--- src/rtl/event_driven_lif_alpha_step_core_assert.svh ---
// Assertion macros shared by the neuron array RTL.
// Used by modules that `include this header; no other dependencies.
`ifndef EVENT_DRIVEN_LIF_ALPHA_STEP_CORE_ASSERT_SVH
`define EVENT_DRIVEN_LIF_ALPHA_STEP_CORE_ASSERT_SVH

// Implication checked on every clock edge outside reset.
`define LIF_ASSERT_IMP(label, clk, rst_n, ante, cons, msg) \
  label: assert property (@(posedge clk) disable iff (!rst_n) (ante) |-> (cons)) \
    else $error(msg);

// Next-cycle implication checked outside reset.
`define LIF_ASSERT_NEXT(label, clk, rst_n, ante, cons, msg) \
  label: assert property (@(posedge clk) disable iff (!rst_n) (ante) |=> (cons)) \
    else $error(msg);

`endif

--- src/rtl/lif_ram.sv ---
// Generic single-port-write, single-read synchronous RAM with registered read.
// No dependencies.
module lif_ram #(
  parameter int Width = 8,
  parameter int Depth = 16
) (
  input  logic                     clk_i,
  input  logic                     we_i,
  input  logic [$clog2(Depth)-1:0] waddr_i,
  input  logic [Width-1:0]         wdata_i,
  input  logic [$clog2(Depth)-1:0] raddr_i,
  output logic [Width-1:0]         rdata_o
);
  logic [Width-1:0] mem_q [Depth];

  always_ff @(posedge clk_i) begin
    if (we_i) begin
      mem_q[waddr_i] <= wdata_i;
    end
    rdata_o <= mem_q[raddr_i];
  end
endmodule

--- config.mk ---
export PLATFORM = sky130hd
export DESIGN_NAME = lif_ram
export DESIGN_NICKNAME = d
export VERILOG_FILES = /design/src/rtl/event_driven_lif_alpha_step_core_assert.svh /design/src/rtl/lif_ram.sv
export SDC_FILE = /design/constraint.sdc
export NUM_CORES = 1
export LEC_CHECK = 0
export ABC_AREA = 1
export BUFFER_PORTS_ARGS = -buffer_cell sky130_fd_sc_hd__buf_2
export CELL_PAD_IN_SITES_DETAIL_PLACEMENT = 0
export CELL_PAD_IN_SITES_GLOBAL_PLACEMENT = 1
export CORE_MARGIN = 2
export CORE_UTILIZATION = 46
export CTS_BUF_LIST = sky130_fd_sc_hd__clkbuf_8
export DETAILED_ROUTE_END_ITERATION = 10
export GPL_ROUTABILITY_DRIVEN = 0
export PLACE_DENSITY_LB_ADDON = 0.25
export SLEW_MARGIN = 15
export SYNTH_ARGS = -nofsm -noshare
export SYNTH_HDL_FRONTEND = slang
export SYNTH_SLANG_ARGS = --single-unit
--- constraint.sdc ---
create_clock -name clk_i -period 0.96 [get_ports clk_i]
set_input_delay 0.048 -clock clk_i [delete_from_list [all_inputs] [get_ports clk_i]]
set_output_delay 0.048 -clock clk_i [all_outputs]
set_load 0.01 [all_outputs]
==> impl_metrics.yaml <==
worst_setup_path:
  r2r_cells: 6
  worstPathArrival_ns: 0.94
  slowest_stage: "dfxtp_4"
  path_depth: 1
  cp_num_buf_inv: 1
  cp.required_ns: 0.91
  cp_cell_sequence: "buf_6"
  cpLargestDelayFamily: "flip-flops"
  start_kind: "register"
  max_stage_delay_ns: 0.37
  crit_type: "register to primary output"
  cp-end-kind: "primary output"
  path_max_fanout: 1
power_and_ir_drop:
  power_frac_seq_pct: 57.1
  pwr-share-comb_pct: 8.7
  p_sw_uw: 2760
  p_clk_share_pct: 34.2
  p_leak_uw: 0.00300
  switching_share_pct: 23.6
  power_density_mw_per_mm2: 1700
  finalPower_uw: 11700
  p_int_uw: 8940
  irDropWorstVdd_v: 0.000882
route:
  drc: 0
  wl_um: 13000
  drt-initial-drc-count: 287
  vias_per_cell: 4.79
  vias: 3763
  ant_nets: 0
  first_pass_iters: 7
  wl_per_cell_um: 16.6
floorplanning:
  fp.dieArea_sq_mm: 0.0134
  rows: 40
  die_w_um: 116
  fp.dieH_um: 116
  start_util_pct: 47.6
  core_area_sq_mm: 0.0121
  ios: 26
synthesis:
  synth_top_area_share_pct: 66.7
  syn_area_sq_mm: 0.00577
  synth_seq_cells: 136
  synth_area_leader_cell: "edfxtp_1"
  syn_area_per_cell_sq_um: 10.5
  ys_warn_count: 0
  netlist_instances: 551
  ys_seq_area_share_pct: 69.4
  synthTopCellsByArea: "edfxtp_1 67%, nand2_1 11%, nand3_1 8.4%, inv_1 6.5%, dfxtp_1 2.8%"
  synth_cell_types: 12
  synthesis.nets: 569
layout:
  final_cell_mix: "170 x nand2_1, 128 x edfxtp_1, 103 x inv_1"
  fin_nets: 622
  n_antenna_cell: 0
  drive_gt1_share_pct: 21.7
  final_common_cell: "nand2_1"
  fin_cells: 785
  syn_to_final_growth_pct: 19.3
clock_network:
  clock_latency_ns: 0.45
  cts_tree: "yes"
  numCtsBuffers: 17
  cts_buffer_depth: 2
  cts_max_level: 4
  root_buffer: "clkbuf_8"
  clk_pin_slew_ns: 0.08
  post-cts-setup-buffers: 0
  cts.sinks: 136
sta:
  setup_viol: 2
  clock_skew_ns: 0.0120
  maxSlewViolCount: 0
  rsz0062_at_grt: "true"
  fmax_ghz: 1.01
  tightestPinTransition_ns: 0.417
  fin_crit_ns: 0.990
  fin_tns_setup_ns: -0.0385
  period_share_pct: 103
  slew_headroom_pct: 72.1
  hold_viol: 0
  layout_setup_ws_ns: -0.0301
global_routing:
  grtUsageTotal_pct: 21.3
  grt_pass1_vias: 3616
  grt_pass1_wl_um: 20000
  grt_max_degree: 29
  grt_overflow: 0
  antenna_found_initial: 0
job:
  drv_cap: 0
placed_design:
  dp_cells: 751
  io_buffers: 25
  post-dp-hpwl_um: 8390
status:
  status: "finished with violations"
  violations: "setup timing"
hold_path:
  holdPathStages: 1
  worstHoldPathType: "primary input to register"
-- sequential cells by signal, indices dropped and copies added (netlist names) --
name and cells:
mem_q 128, rdata_o 8
-- path summary, 6_finish.rpt --
kind / startpoint / end / slack (ns)
worst max-delay path: rdata_o[3] / rdata_o[3] / -0.03
worst min-delay path: wdata_i[5] / mem_q[2][5] / 0.02
worst max register to register: mem_q[2][1] / rdata_o[1] / 0.01
worst min register to register: mem_q[10][6] / rdata_o[6] / 0.67
-- power by group through the flow --
stage                     Clock (uW)  Sequential (uW)  Combinational [uW]
final                           4000             6680                1020
after global routing            4300             6690                1120
after CTS                       4080             6680                 956
after detailed placement           0             6800                 911
after global placement             0             6800                 904
after floorplan                    0             6810                 470
-- Yosys cell counts --
cell type  number
inv_2           2
edfxtp_1      128
dfxtp_1         8
nor2_1         17
nand2_1       173
buf_2          13
buf_4           4
buf_1           1
buf_6           6
nand3b_1        2
nand3_1        97
inv_1         100
-- stage by stage --
stage               cell area (sq um)  hold slack (ns)  worst slack (ns)  utilization [%]
global placement                 6270            0.445            -0.177             51.8
floorplan                        5770            0.147           -0.0388                -
global route                     6880          0.00556           -0.0677             56.8
detailed placement               6270            0.444            -0.198             51.8
CTS                              6700           0.0146           -0.0525             55.3
finish                           6880           0.0234           -0.0301             56.8
-- worst register-to-register path: cells and delay by family (launching register included) --
| kind | cells | cell delay (ns) |
|---|---|---|
| DFF | 1 | 0.37 |
| and+or+nand+nor | 6 | 0.46 |
-- metal layers --
layer / part of all wire [%] / up-vias / GRT usage [%]
met1: 45 / 1769 / 28.5
li1: - / 1874 / -
met3: 5.9 / 23 / 6.38
met5: 0 / - / 0
met2: 48 / 97 / 33.3
met4: 1.7 / 0 / 7.70
-- cells by family after synthesis --
group	synth area share (%)
buffers and inverters	9.52
flip-flops	69.4
AND/OR/NAND/NOR	21.0
-- area by class of cell --
cell class / count / area, sq um
fillers: 1041 / 5230
flip-flops and latches: 136 / 4010
multi-input cells: 289 / 1440
repair buffers: 58 / 503
inverters: 102 / 383
clock buffers: 17 / 234
well taps: 168 / 210
clock inverters: 15 / 96.3
-- what timing repair did --
| item | 4_1_cts | 5_1_grt |
|---|---|---|
| gates cloned | 0 | 0 |
| resized for setup | 17 | 38 |
| hold endpoints to repair | 17 | 0 |
| pin swaps | 1 | 21 |
| hold buffers | 2 | 0 |
| endpoints found under the setup margin | 13 | 15 |
Note: power is estimated with default switching activity, not from simulation.
