===== config.mk =====
export PLATFORM = sky130hd
export DESIGN_NAME = lif_cfg
export DESIGN_NICKNAME = d
export VERILOG_FILES = /design/src/rtl/event_driven_lif_alpha_step_core_assert.svh /design/src/rtl/lif_pkg.sv /design/src/rtl/lif_cfg.sv
export SDC_FILE = /design/constraint.sdc
export NUM_CORES = 1
export LEC_CHECK = 0
export BUFFER_PORTS_ARGS = -buffer_cell sky130_fd_sc_hd__buf_2
export CORE_ASPECT_RATIO = 1.25
export CORE_MARGIN = 2
export CORE_UTILIZATION = 30
export CTS_CLUSTER_DIAMETER = 60
export CTS_CLUSTER_SIZE = 10
export DETAILED_ROUTE_END_ITERATION = 8
export GPL_ROUTABILITY_DRIVEN = 0
export PLACE_DENSITY_LB_ADDON = 0.3
export SLEW_MARGIN = 10
export SYNTH_ARGS = -nofsm -noshare
export SYNTH_HDL_FRONTEND = slang
export SYNTH_SLANG_ARGS = --single-unit

===== constraint.sdc =====
create_clock -name clk_i -period 2.46 [get_ports clk_i]
set_clock_uncertainty 0.05 [all_clocks]
set_input_delay 0.492 -clock clk_i [delete_from_list [all_inputs] [get_ports clk_i]]
set_output_delay 0.492 -clock clk_i [all_outputs]
set_load 0.02 [all_outputs]

===== src/rtl/event_driven_lif_alpha_step_core_assert.svh =====
// Assertion macros shared by the neuron array RTL.
// Used by modules that `include this header; no other dependencies.
`ifndef EVENT_DRIVEN_LIF_ALPHA_STEP_CORE_ASSERT_SVH
`define EVENT_DRIVEN_LIF_ALPHA_STEP_CORE_ASSERT_SVH

// Implication checked on every clock edge outside reset.
`define LIF_ASSERT_IMP(label, clk, rst_n, ante, cons, msg) \
  label: assert property (@(posedge clk) disable iff (!rst_n) (ante) |-> (cons)) \
    else $error(msg);

// Next-cycle implication checked outside reset.
`define LIF_ASSERT_NEXT(label, clk, rst_n, ante, cons, msg) \
  label: assert property (@(posedge clk) disable iff (!rst_n) (ante) |=> (cons)) \
    else $error(msg);

`endif


===== src/rtl/lif_pkg.sv =====
// Package for the event-driven LIF neuron array: sizes, codes, payload types
// and fixed-point helpers. No dependencies.
package lif_pkg;

  localparam int NeuronCount  = 64;
  localparam int EdgeCapacity = 1024;
  localparam int NidW  = $clog2(NeuronCount);
  localparam int EidW  = $clog2(EdgeCapacity);
  localparam int ColW  = $clog2(NeuronCount + 1);
  localparam int CntW  = $clog2(NeuronCount + 1);

  localparam logic [1:0] OpLoadCol    = 2'd0;
  localparam logic [1:0] OpLoadEdge   = 2'd1;
  localparam logic [1:0] OpLoadNeuron = 2'd2;
  localparam logic [1:0] OpStep       = 2'd3;

  localparam logic [2:0] CfgRest   = 3'd0;
  localparam logic [2:0] CfgThresh = 3'd1;
  localparam logic [2:0] CfgVreset = 3'd2;
  localparam logic [2:0] CfgGain   = 3'd3;
  localparam logic [2:0] CfgRate   = 3'd4;
  localparam logic [2:0] CfgDecay  = 3'd5;
  localparam logic [2:0] CfgRefr   = 3'd6;

  typedef struct packed {
    logic [1:0]         operation;
    logic [10:0]        slot_index;
    logic [10:0]        column_start;
    logic [5:0]         target_neuron;
    logic signed [15:0] edge_weight;
    logic signed [31:0] membrane_init;
    logic signed [31:0] conductance_init;
    logic [7:0]         refractory_init;
    logic [63:0]        spike_mask;
  } in_item_t;

  typedef struct packed {
    logic [63:0] fired_mask;
    logic [6:0]  fired_count;
  } out_item_t;

  typedef struct packed {
    logic [2:0]  index;
    logic [31:0] data;
  } cfg_req_t;

  typedef struct packed {
    logic signed [31:0] rest;
    logic signed [31:0] thresh;
    logic signed [31:0] vreset;
    logic [23:0]        gain;
    logic [16:0]        rate;
    logic [16:0]        decay;
    logic [7:0]         refr;
  } cfg_t;

  // Saturate a signed 64-bit value to 32 bits.
  function automatic logic signed [31:0] sat32(input logic signed [63:0] x);
    logic signed [31:0] r;
    if (x > 64'sh0000_0000_7FFF_FFFF) r = 32'sh7FFF_FFFF;
    else if (x < -64'sh0000_0000_8000_0000) r = 32'sh8000_0000;
    else r = x[31:0];
    return r;
  endfunction

  // Arithmetic shift by 16 is the floor of x / 2^16.
  function automatic logic signed [63:0] floor16(input logic signed [63:0] x);
    return x >>> 16;
  endfunction

endpackage


===== src/rtl/lif_cfg.sv =====
// Configuration register file of the neuron array.
// Depends on lif_pkg.
module lif_cfg
  import lif_pkg::*;
(
  input  logic     clk_i,
  input  logic     rst_ni,
  input  logic     we_i,
  input  cfg_req_t req_i,
  output cfg_t     cfg_o
);
  cfg_t cfg_q, cfg_d;

  always_comb begin
    cfg_d = cfg_q;
    if (we_i) begin
      unique case (req_i.index)
        CfgRest:   cfg_d.rest   = req_i.data;
        CfgThresh: cfg_d.thresh = req_i.data;
        CfgVreset: cfg_d.vreset = req_i.data;
        CfgGain:   cfg_d.gain   = req_i.data[23:0];
        CfgRate:   cfg_d.rate   = req_i.data[16:0];
        CfgDecay:  cfg_d.decay  = req_i.data[16:0];
        CfgRefr:   cfg_d.refr   = req_i.data[7:0];
        default:   cfg_d = cfg_q;
      endcase
    end
  end

  always_ff @(posedge clk_i or negedge rst_ni) begin
    if (!rst_ni) begin
      cfg_q.rest   <= '0;
      cfg_q.thresh <= 32'sd65536;
      cfg_q.vreset <= '0;
      cfg_q.gain   <= 24'd65536;
      cfg_q.rate   <= 17'd6554;
      cfg_q.decay  <= 17'd58982;
      cfg_q.refr   <= 8'd2;
    end else begin
      cfg_q <= cfg_d;
    end
  end

  assign cfg_o = cfg_q;
endmodule


==> results of run 1 <==
[final cells by class]
class	instances	share of cell area (%)
Clock buffer	18	5.32
Clock inverter	14	1.82
Multi-Input combinational cell	169	24.0
Sequential cell	162	50.6
Tap cell	270	4.19
Timing Repair Buffer	210	14.1
[stage by stage]
step / cell area [µm²] / cells / power, mW / hold WS [ps] / utilization, %
after detailed placement: 7480 / 810 / 5.84 / 373 / 37.1
after global routing: 8060 / 843 / 8.74 / 261 / 40.0
after CTS: 8060 / 843 / 8.43 / 261 / 40.0
after floorplan: 6180 / 351 / 4.92 / 146 / -
final: 8060 / 843 / 8.31 / 279 / 40.0
after global placement: 7480 / 810 / 5.78 / 368 / 37.1
[cell families after synthesis]
logic type / synth area share [%]
flops: 65.9
simple gates: 1.76
buf+inv: 2.79
mux: 29.5
[power by group through the flow]
stage / Clock [mW] / Sequential (mW) / Combinational, mW
floorplan: 0 / 4.37 / 0.554
global placement: 0 / 3.61 / 2.17
detailed placement: 0 / 3.64 / 2.19
CTS: 2.63 / 3.60 / 2.20
global route: 2.78 / 3.67 / 2.29
finish: 2.57 / 3.59 / 2.15
[cells in the mapped netlist (all sizes together)]
library cell and n:
and4bb 3, buf 20, nor4b 1, nand4b 3, dfrtp 143, dfstp 19
mux2 162
[timing repair]
item / 4_1_cts / 5_1_grt
gates resized for setup: 0 / 0
endpoints found under the hold margin: 32 / 0
hold buffers: 1 / 0
[worst paths after layout]
kind                            start         end  slack [ps]  cells after the start
setup / recovery            cfg_o[37]   cfg_o[37]         810                      1
min in group asynchronous      rst_ni   cfg_o[91]         490                      2
hold / removal              req_i[30]  cfg_o[160]         280                      2
setup reg to reg           cfg_o[134]  cfg_o[134]        1600                      1
hold reg to reg            cfg_o[160]  cfg_o[160]         430                      1
max in group asynchronous      rst_ni  cfg_o[114]        1180                      3
[layer usage]
layer	track usage [%]	vias to the layer above	wire [µm]
met5	0	-	0
met4	3.86	0	111
met3	3.87	7	621
met2	25.4	102	8140
met1	15.8	2002	5810
li1	-	1664	-
==> run_results.csv, run 1 <==
group,metric,value,unit
timing,rsz0062_at_grt,"false",
critical_path,crit_chain,"buf_2",
critical_path,cpPeakStageDelay,530,ps
grt,grt_pass1_vias,4073,
critical_path,path_class,"flip-flop to output pin",
yosys,yosysTopAreaCell,"dfrtp_1",
clock_network,htreeDepth,4,
placed_design,port_buffers,199,
power,total_leakage_power,3.78,nW
clock_network,cts_sinks,162,
clock_network,root_buffer,"clkbuf_16",
route,finalWirelength,14700,µm
timing,fin_ws,809,ps
placed_design,dp_slack,553,ps
critical_path,worstSetupEndpointType,"output pin",
grt,grt_first_pass_wirelength,23100,µm
timing,relSlewSlack,61.1,%
run_status,status,"completed",
power,switchingPower,2.72,mW
finish,regArea,0.00408,mm²
floorplan,start_util,30.6,%
route,dr.pass1.iters,3,
power,ir_drop,0.393,mV
flow_run,timing.max_cap.violations,0,
route,viasPerCell,4.48,
placed_design,hpwlAfterDp,10300,µm
route,via_count,3775,
yosys,yosysSeqAreaShare,65.9,%
grt,antenna_found_initial,0,
critical_path,worstSetupStartpointType,"flip-flop",
clock_network,insertion_delay,410,ps
power,p_sw_share,32.8,%
floorplan,core-area,0.0202,mm²
floorplan,die_h,165,µm
timing,hold_violations,0,
route,drt_iter0_drc,74,
power,power_frac_seq,43.2,%
grt,grt_use_total,13.8,%
timing,slew_violations,0,
yosys,synth_cells,351,
yosys,synth.top_cell.area_share,57.9,%
critical_path,critPathBufInv,1,
finish,largest_reg_flops,162,
finish,layout_common_cells,"198 x buf_2, 143 x mux2_2, 143 x dfrtp_1",
yosys,yosysWarnings,0,
critical_path,crit_slowest_cell,"dfstp_2",
yosys,avgSynthCellArea,17.6,µm²
floorplan,die_area,0.0218,mm²
timing,timing.fmax,0.606,GHz
timing,worstMarginPinSlew,581,ps
route,wl_per_cell,17.4,µm
floorplan,row_count,58,
timing,finalSetupViolations,0,
hold_path,hold_class,"input pin to flip-flop",
yosys,ys_types,12,
finish,diodes,0,
floorplan,num_io_pins,200,
clock_network,post_cts_buffers,0,
clock_network,clock_path_buffers,2,
finish,area_delta_synth_final,30.4,%
finish,fill_cells,2001,
critical_path,cp.required,1920,ps
timing,period_share,67.1,%
yosys,synth.area.top_cells,"dfrtp_1 58%, mux2_2 26%, dfstp_2 8.1%",
grt,overflow,0,
critical_path,arrival,1110,ps
route,detail-route-antenna-nets,0,
finish,drive_gt1_share,71.2,%
power,p_per_area,1030,mW/mm²
finish,layout_commonest_cell,"buf_2",
clock_network,path_clk_slew,60,ps
power,clockPowerShare,30.9,%
grt,grt_max_degree,60,
finish,nets,598,
route,drc,0,
yosys,ys_ff_latch,162,
yosys,synth_nets,389,
clock_network,numCtsBuffers,17,
power,internal_power,5.59,mW
timing,period_minus_slack,1650,ps
power,power_frac_comb,25.9,%
clock_network,cts_tree,"built",
floorplan,die_w,132,µm
finish,multi_input_area,0.00193,mm²
timing,tns,0,ps
critical_path,path_max_fanout,2,
yosys,synth_area,0.00618,mm²
critical_path,cpLargestDelayFamily,"flip-flops",
No activity file was read; power rests on OpenSTA's default activity.
==> run 2: changes to the inputs <==
clock period = 1.64 ns   (was 2.46 ns; I/O delays follow)
==> run 2 against run 1 <==
  * Final area increased by 1.2%
  * Utilization grew 0.47 points
  * Global-route usage increased by 0.21 points
  * Register-to-register slack got worse by 800 ps
  * Wire length is 0.82% higher
  * Cell count is 0.59% higher
  * Critical endpoint is now cfg_o[10]
  * Largest power group unchanged
  * Highest routed layer unchanged
==> run_results.csv, run 2 (synthesis results as in run 1) <==
group,metric,value,unit
run_status,status,"completed",
grt,grt_first_pass_wirelength,23300,µm
finish,nets,603,
clock_network,root_buffer,"clkbuf_16",
critical_path,worstSetupEndpointType,"output pin",
timing,worstMarginPinSlew,394,ps
critical_path,worstReg2RegStart,"cfg_o[106]",
floorplan,row_count,58,
placed_design,port_buffers,199,
floorplan,start_util,30.6,%
clock_network,insertion_delay,420,ps
power,p_sw_share,33.1,%
power,switchingPower,4.09,mW
finish,layout_commonest_cell,"buf_2",
timing,fin_ws,134,ps
placed_design,hpwlAfterDp,10600,µm
grt,grt_pass1_vias,4168,
critical_path,cpLargestDelayFamily,"flip-flops",
floorplan,num_io_pins,200,
grt,overflow,0,
critical_path,crit_slowest_cell,"dfstp_2",
timing,relSlewSlack,73.7,%
finish,layout_common_cells,"198 x buf_2, 143 x mux2_2, 143 x dfrtp_1",
critical_path,critPathCapture,"cfg_o[10]",
finish,final_cell_area,0.00816,mm²
critical_path,regToRegEndpoint,"cfg_o[106]",
route,viasPerCell,4.48,
route,dr.pass1.iters,4,
finish,largest_reg_flops,162,
critical_path,cpPeakStageDelay,550,ps
clock_network,numCtsBuffers,17,
power,total_leakage_power,3.84,nW
power,p_per_area,1520,mW/mm²
timing,period_share,91.8,%
clock_network,path_clk_slew,70,ps
clock_network,cts_sinks,162,
floorplan,die_area,0.0218,mm²
critical_path,crit_cells,1,
critical_path,path_class,"flip-flop to output pin",
critical_path,crit_chain,"buf_2",
hold_path,hold_class,"input pin to flip-flop",
timing,slew_violations,0,
timing,hold_violations,0,
flow_run,timing.max_cap.violations,0,
hold_path,holdPathStages,2,
critical_path,cp.required,1260,ps
placed_design,dpl_cell_area,0.00759,mm²
route,drt_iter0_drc,93,
clock_network,cts_tree,"built",
clock_network,post_cts_buffers,0,
route,finalWirelength,14800,µm
timing,timing.fmax,0.664,GHz
power,internal_power,8.29,mW
route,drc,0,
critical_path,worstSetupStartpointType,"flip-flop",
clock_network,htreeDepth,4,
finish,drive_gt1_share,71.6,%
clock_network,clock_path_buffers,2,
route,detail-route-antenna-nets,0,
critical_path,arrival,1130,ps
timing,hold-worst-slack,101,ps
timing,rsz0062_at_grt,"false",
power,power_frac_comb,26.2,%
power,power_frac_seq,43.6,%
power,ir_drop,0.636,mV
critical_path,path_max_fanout,2,
route,wl_per_cell,17.5,µm
route,wl_met1,5660,µm
placed_design,dp_slack,-10.8,ps
floorplan,die_w,132,µm
floorplan,die_h,165,µm
grt,antenna_found_initial,0,
critical_path,cp-startpoint,"cfg_o[10]",
timing,finalSetupViolations,0,
critical_path,critPathBufInv,1,
power,clockPowerShare,30.2,%
grt,grt_use_total,14.1,%
route,wl_met2,8190,µm
route,dr.max_layer_used,"met4",
floorplan,core-area,0.0202,mm²
finish,area_delta_synth_final,31.9,%
finish,diodes,0,
route,wl_met3,711,µm
critical_path,worstRegToRegCells,1,
critical_path,r2r_slack,800,ps
grt,grt_max_degree,50,
timing,period_minus_slack,1510,ps
route,via_count,3799,
==> run 2: cell count changes in the layout (fill, tap and decap cells not counted), sizes merged <==
cell	delta
clkinv	+3
clkinvlp	-3
inv	+1
bufinv	-1
buf	+5
==> run 2: power by group through the flow <==
stage | clock network (mW) | registers (mW) | logic, mW
5_1_grt | 4.06 | 5.52 | 3.46
2_1_floorplan | 0 | 6.55 | 0.831
3_3_place_gp | 0 | 5.43 | 3.25
4_1_cts | 3.88 | 5.41 | 3.31
3_5_place_dp | 0 | 5.48 | 3.31
6_report | 3.73 | 5.40 | 3.25
==> run 2: cell type report <==
cell class,instances,area [µm²]
multi-input combinational,169,1930
clock inverter,14,118
clock buffer,18,439
timing repair buffer,215,1250
tap,270,338
sequential,162,4080
fill,1971,12000
==> run 2: worst min-delay path by stage <==
stage,startpoint,end
2_1_floorplan,rst_ni,cfg_o[0]
3_3_place_gp,rst_ni,cfg_o[123]
3_5_place_dp,rst_ni,cfg_o[91]
4_1_cts,req_i[30],cfg_o[160]
5_1_grt,req_i[30],cfg_o[160]
6_report,req_i[30],cfg_o[160]
==> run 2: per-stage QoR <==
step                      setup TNS, ps  util, %  power, mW  instances
after floorplan                       0        -       7.38        351
after global placement                0     37.6       8.68        815
after detailed placement          -13.0     37.6       8.78        815
after CTS                             0     40.4       12.6        848
after global routing                  0     40.4       13.0        848
final                                 0     40.4       12.4        848
==> run 2: what timing repair did <==
item / in CTS / in global routing
hold buffers: 1 / 0
gates resized for setup: 0 / 0
endpoints found under the hold margin: 24 / 0
==> run 2: metal layers <==
layer,GRT usage [%],vias to the layer above
li1,-,1679
met1,15.5,1999
met2,25.6,106
met3,4.08,15
met4,5.33,0
met5,0,-
==> run 3: changes to the inputs <==
ABC_AREA = 1   (was not set)
==> run 3 against run 2 <==
  * Utilization increased by 0.10 points
  * Critical path type unchanged
  * Worst setup slack lost 7.6 ps
  * Wire length is 36% higher
  * Total power down 2.1%
  * Synthesized cell count up 100%
  * Register-to-register slack improved by 60 ps
  * Combinational power is 10% lower
  * Non-clock buffer count is 12 higher
  * Worst hold slack better by 6.5 ps
  * Area after synthesis is 2.1% higher
  * Global-route usage rose by 4.5 points
==> run_results.csv, run 3 <==
group,metric,value,unit
run_status,status,"completed",
timing,finalSetupViolations,0,
yosys,synth_compound_area_share,0,%
route,detail-route-antenna-nets,0,
route,drc,0,
yosys,synth_commonest_cells,"385 x nand2_1, 143 x dfrtp_1, 113 x nand3_1",
clock_network,post_cts_buffers,0,
critical_path,r2r_slack,860,ps
yosys,yosysSeqAreaShare,64.6,%
placed_design,port_buffers,199,
clock_network,cts_sinks,162,
critical_path,worstReg2RegStart,"cfg_o[58]",
power,p_per_area,1440,mW/mm²
critical_path,cpLargestDelayFamily,"flip-flops",
route,via_count,5469,
hold_path,hold_class,"input pin to flip-flop",
grt,grt_first_pass_wirelength,31600,µm
critical_path,cp-startpoint,"cfg_o[26]",
grt,overflow,0,
finish,area_delta_synth_final,33.1,%
critical_path,crit_slowest_cell,"dfstp_2",
clock_network,htreeDepth,4,
floorplan,die_area,0.0222,mm²
route,dr.pass1.iters,6,
clock_network,numCtsBuffers,17,
floorplan,num_io_pins,200,
finish,diodes,0,
yosys,synth_top_family_by_area,"simple AND/OR/NAND/NOR gates",
grt,grt_max_degree,69,
power,ir_drop,0.676,mV
route,finalWirelength,20100,µm
yosys,synth.area.top_cells,"dfrtp_1 57%, nand2_1 23%, nand3_1 9.0%",
clock_network,cts_tree,"built",
finish,nets,957,
critical_path,worstSetupEndpointType,"output pin",
grt,grt_pass1_vias,5344,
critical_path,arrival,1140,ps
yosys,yosys.area_share.simple,32.4,%
yosys,synth.most_common_cell,"nand2_1",
floorplan,die_h,166,µm
grt,grt_use_total,18.5,%
yosys,synth_nets,750,
yosys,yosysTopAreaCell,"dfrtp_1",
floorplan,core-area,0.0207,mm²
critical_path,path_max_fanout,2,
placed_design,hpwlAfterDp,13700,µm
yosys,synth_edf_count,0,
clock_network,root_buffer,"clkbuf_16",
finish,final_cell_area,0.00841,mm²
yosys,ys_ff_latch,162,
route,wl_per_cell,16.7,µm
clock_network,insertion_delay,420,ps
clock_network,clock_path_buffers,2,
power,total_leakage_power,4.75,nW
hold_path,hold_path_end,"cfg_o[60]",
floorplan,row_count,59,
hold_path,holdPathStages,3,
clock_network,path_clk_slew,60,ps
yosys,synth_xor_area_share,0,%
floorplan,die_w,134,µm
timing,period_share,92.3,%
timing,hold_violations,0,
timing,period_minus_slack,1510,ps
yosys,ys_async_sr_fraction,100,%
timing,slew_violations,0,
clock_network,cts_resized,0,
yosys,synth_area,0.00632,mm²
finish,layout_commonest_cell,"nand2_1",
route,drt_iter0_drc,339,
critical_path,crit_chain,"buf_2",
yosys,ys_types,11,
route,viasPerCell,4.53,
finish,fill_cells,2119,
yosys,synth.top_cell.area_share,56.7,%
hold_path,worst_hold_startpoint,"req_i[18]",
finish,regArea,0.00408,mm²
clock_network,cts_hold_buf,1,
critical_path,cpPeakStageDelay,530,ps
finish,largest_reg_flops,162,
yosys,avgSynthCellArea,8.87,µm²
critical_path,worstRegToRegCells,2,
floorplan,start_util,30.4,%
yosys,synth_flop_cell,"dfrtp_1",
critical_path,cp.required,1260,ps
critical_path,worstSetupStartpointType,"flip-flop",
timing,worstMarginPinSlew,570,ps
yosys,synth_cells,712,
yosys,yosysWarnings,0,
finish,drive_gt1_share,30.4,%
finish,layout_common_cells,"384 x nand2_1, 198 x buf_2, 143 x dfrtp_1",
timing,tns,0,ps
yosys,synthAdderAreaFrac,0,%
flow_run,timing.max_cap.violations,0,
critical_path,path_class,"flip-flop to output pin",
timing,relSlewSlack,62.0,%
placed_design,dpl_cell_area,0.00781,mm²
grt,antenna_found_initial,0,
yosys,synth_mux_area_share,0,%
timing,rsz0062_at_grt,"false",
timing,timing.fmax,0.661,GHz
critical_path,critPathBufInv,1,
finish,multi_input_area,0.00207,mm²
critical_path,regToRegEndpoint,"cfg_o[58]",
==> run 3: cell types whose count changed after synthesis, moves of 2 or more <==
cell      change
nand2_1     +385
mux2_2      -143
nand3_1     +113
clkbuf_1     +23
mux2_1       -19
buf_2        +10
buf_6        -10
inv_1         +5
buf_4         -4
nor2_1        +4
and4bb_2      -3
nor2_2        +2
==> run 3: worst max-delay path by stage <==
stage / end / depth (start not counted)
6_report: cfg_o[26] / 1
3_5_place_dp: cfg_o[107] / 7
4_1_cts: cfg_o[29] / 1
2_1_floorplan: cfg_o[31] / 5
3_3_place_gp: cfg_o[111] / 7
5_1_grt: cfg_o[29] / 1
==> run 3: through the flow <==
step                      std cells  worst slack [ps]  total power [mW]  utilization, %  hold slack [ps]
final                          1206               126              12.1            40.5              108
after CTS                      1206               106              12.3            40.5             83.4
after global routing           1206              84.4              12.8            40.5              101
after detailed placement       1173               188              8.23            37.6              289
after global placement         1173               223              8.20            37.6              291
after floorplan                 712               403              6.90               -            -17.6
==> run 3: final cells by class <==
type | count | area share [%]
timing repair buffer | 227 | 15.5
clock buffer | 20 | 5.43
multi-input combinational | 505 | 24.6
tap | 274 | 4.08
inverter | 6 | 0.268
clock inverter | 12 | 1.58
sequential | 162 | 48.5
==> run 3: where the power goes <==
group          leakage [nW]  switching [mW]  internal [mW]  total, mW
clock network         0.282            1.67           2.33       3.99
logic                  2.47            2.00          0.907       2.91
registers              2.00           0.412           4.81       5.22
total                  4.75            4.08           8.04       12.1
==> run 3: layer usage <==
| layer | vias to the layer above | global-route usage (%) | wire, µm |
|---|---|---|---|
| met3 | 28 | 4.03 | 964 |
| met5 | - | 0 | 0 |
| met4 | 0 | 8.14 | 613 |
| met1 | 2642 | 23.6 | 8610 |
| met2 | 146 | 30.1 | 9900 |
| li1 | 2653 | - | - |
==> run 3: worst reg2reg max path: cells and delay by family (launching register included) <==
| family | cells | cell delay (ps) |
|---|---|---|
| and+or+nand+nor | 2 | 130 |
| DFF | 1 | 550 |
==> run 3: kinds of logic after synthesis <==
family,after synthesis
AND/OR/NAND/NOR,505
buffers and inverters,45
flip-flops,162
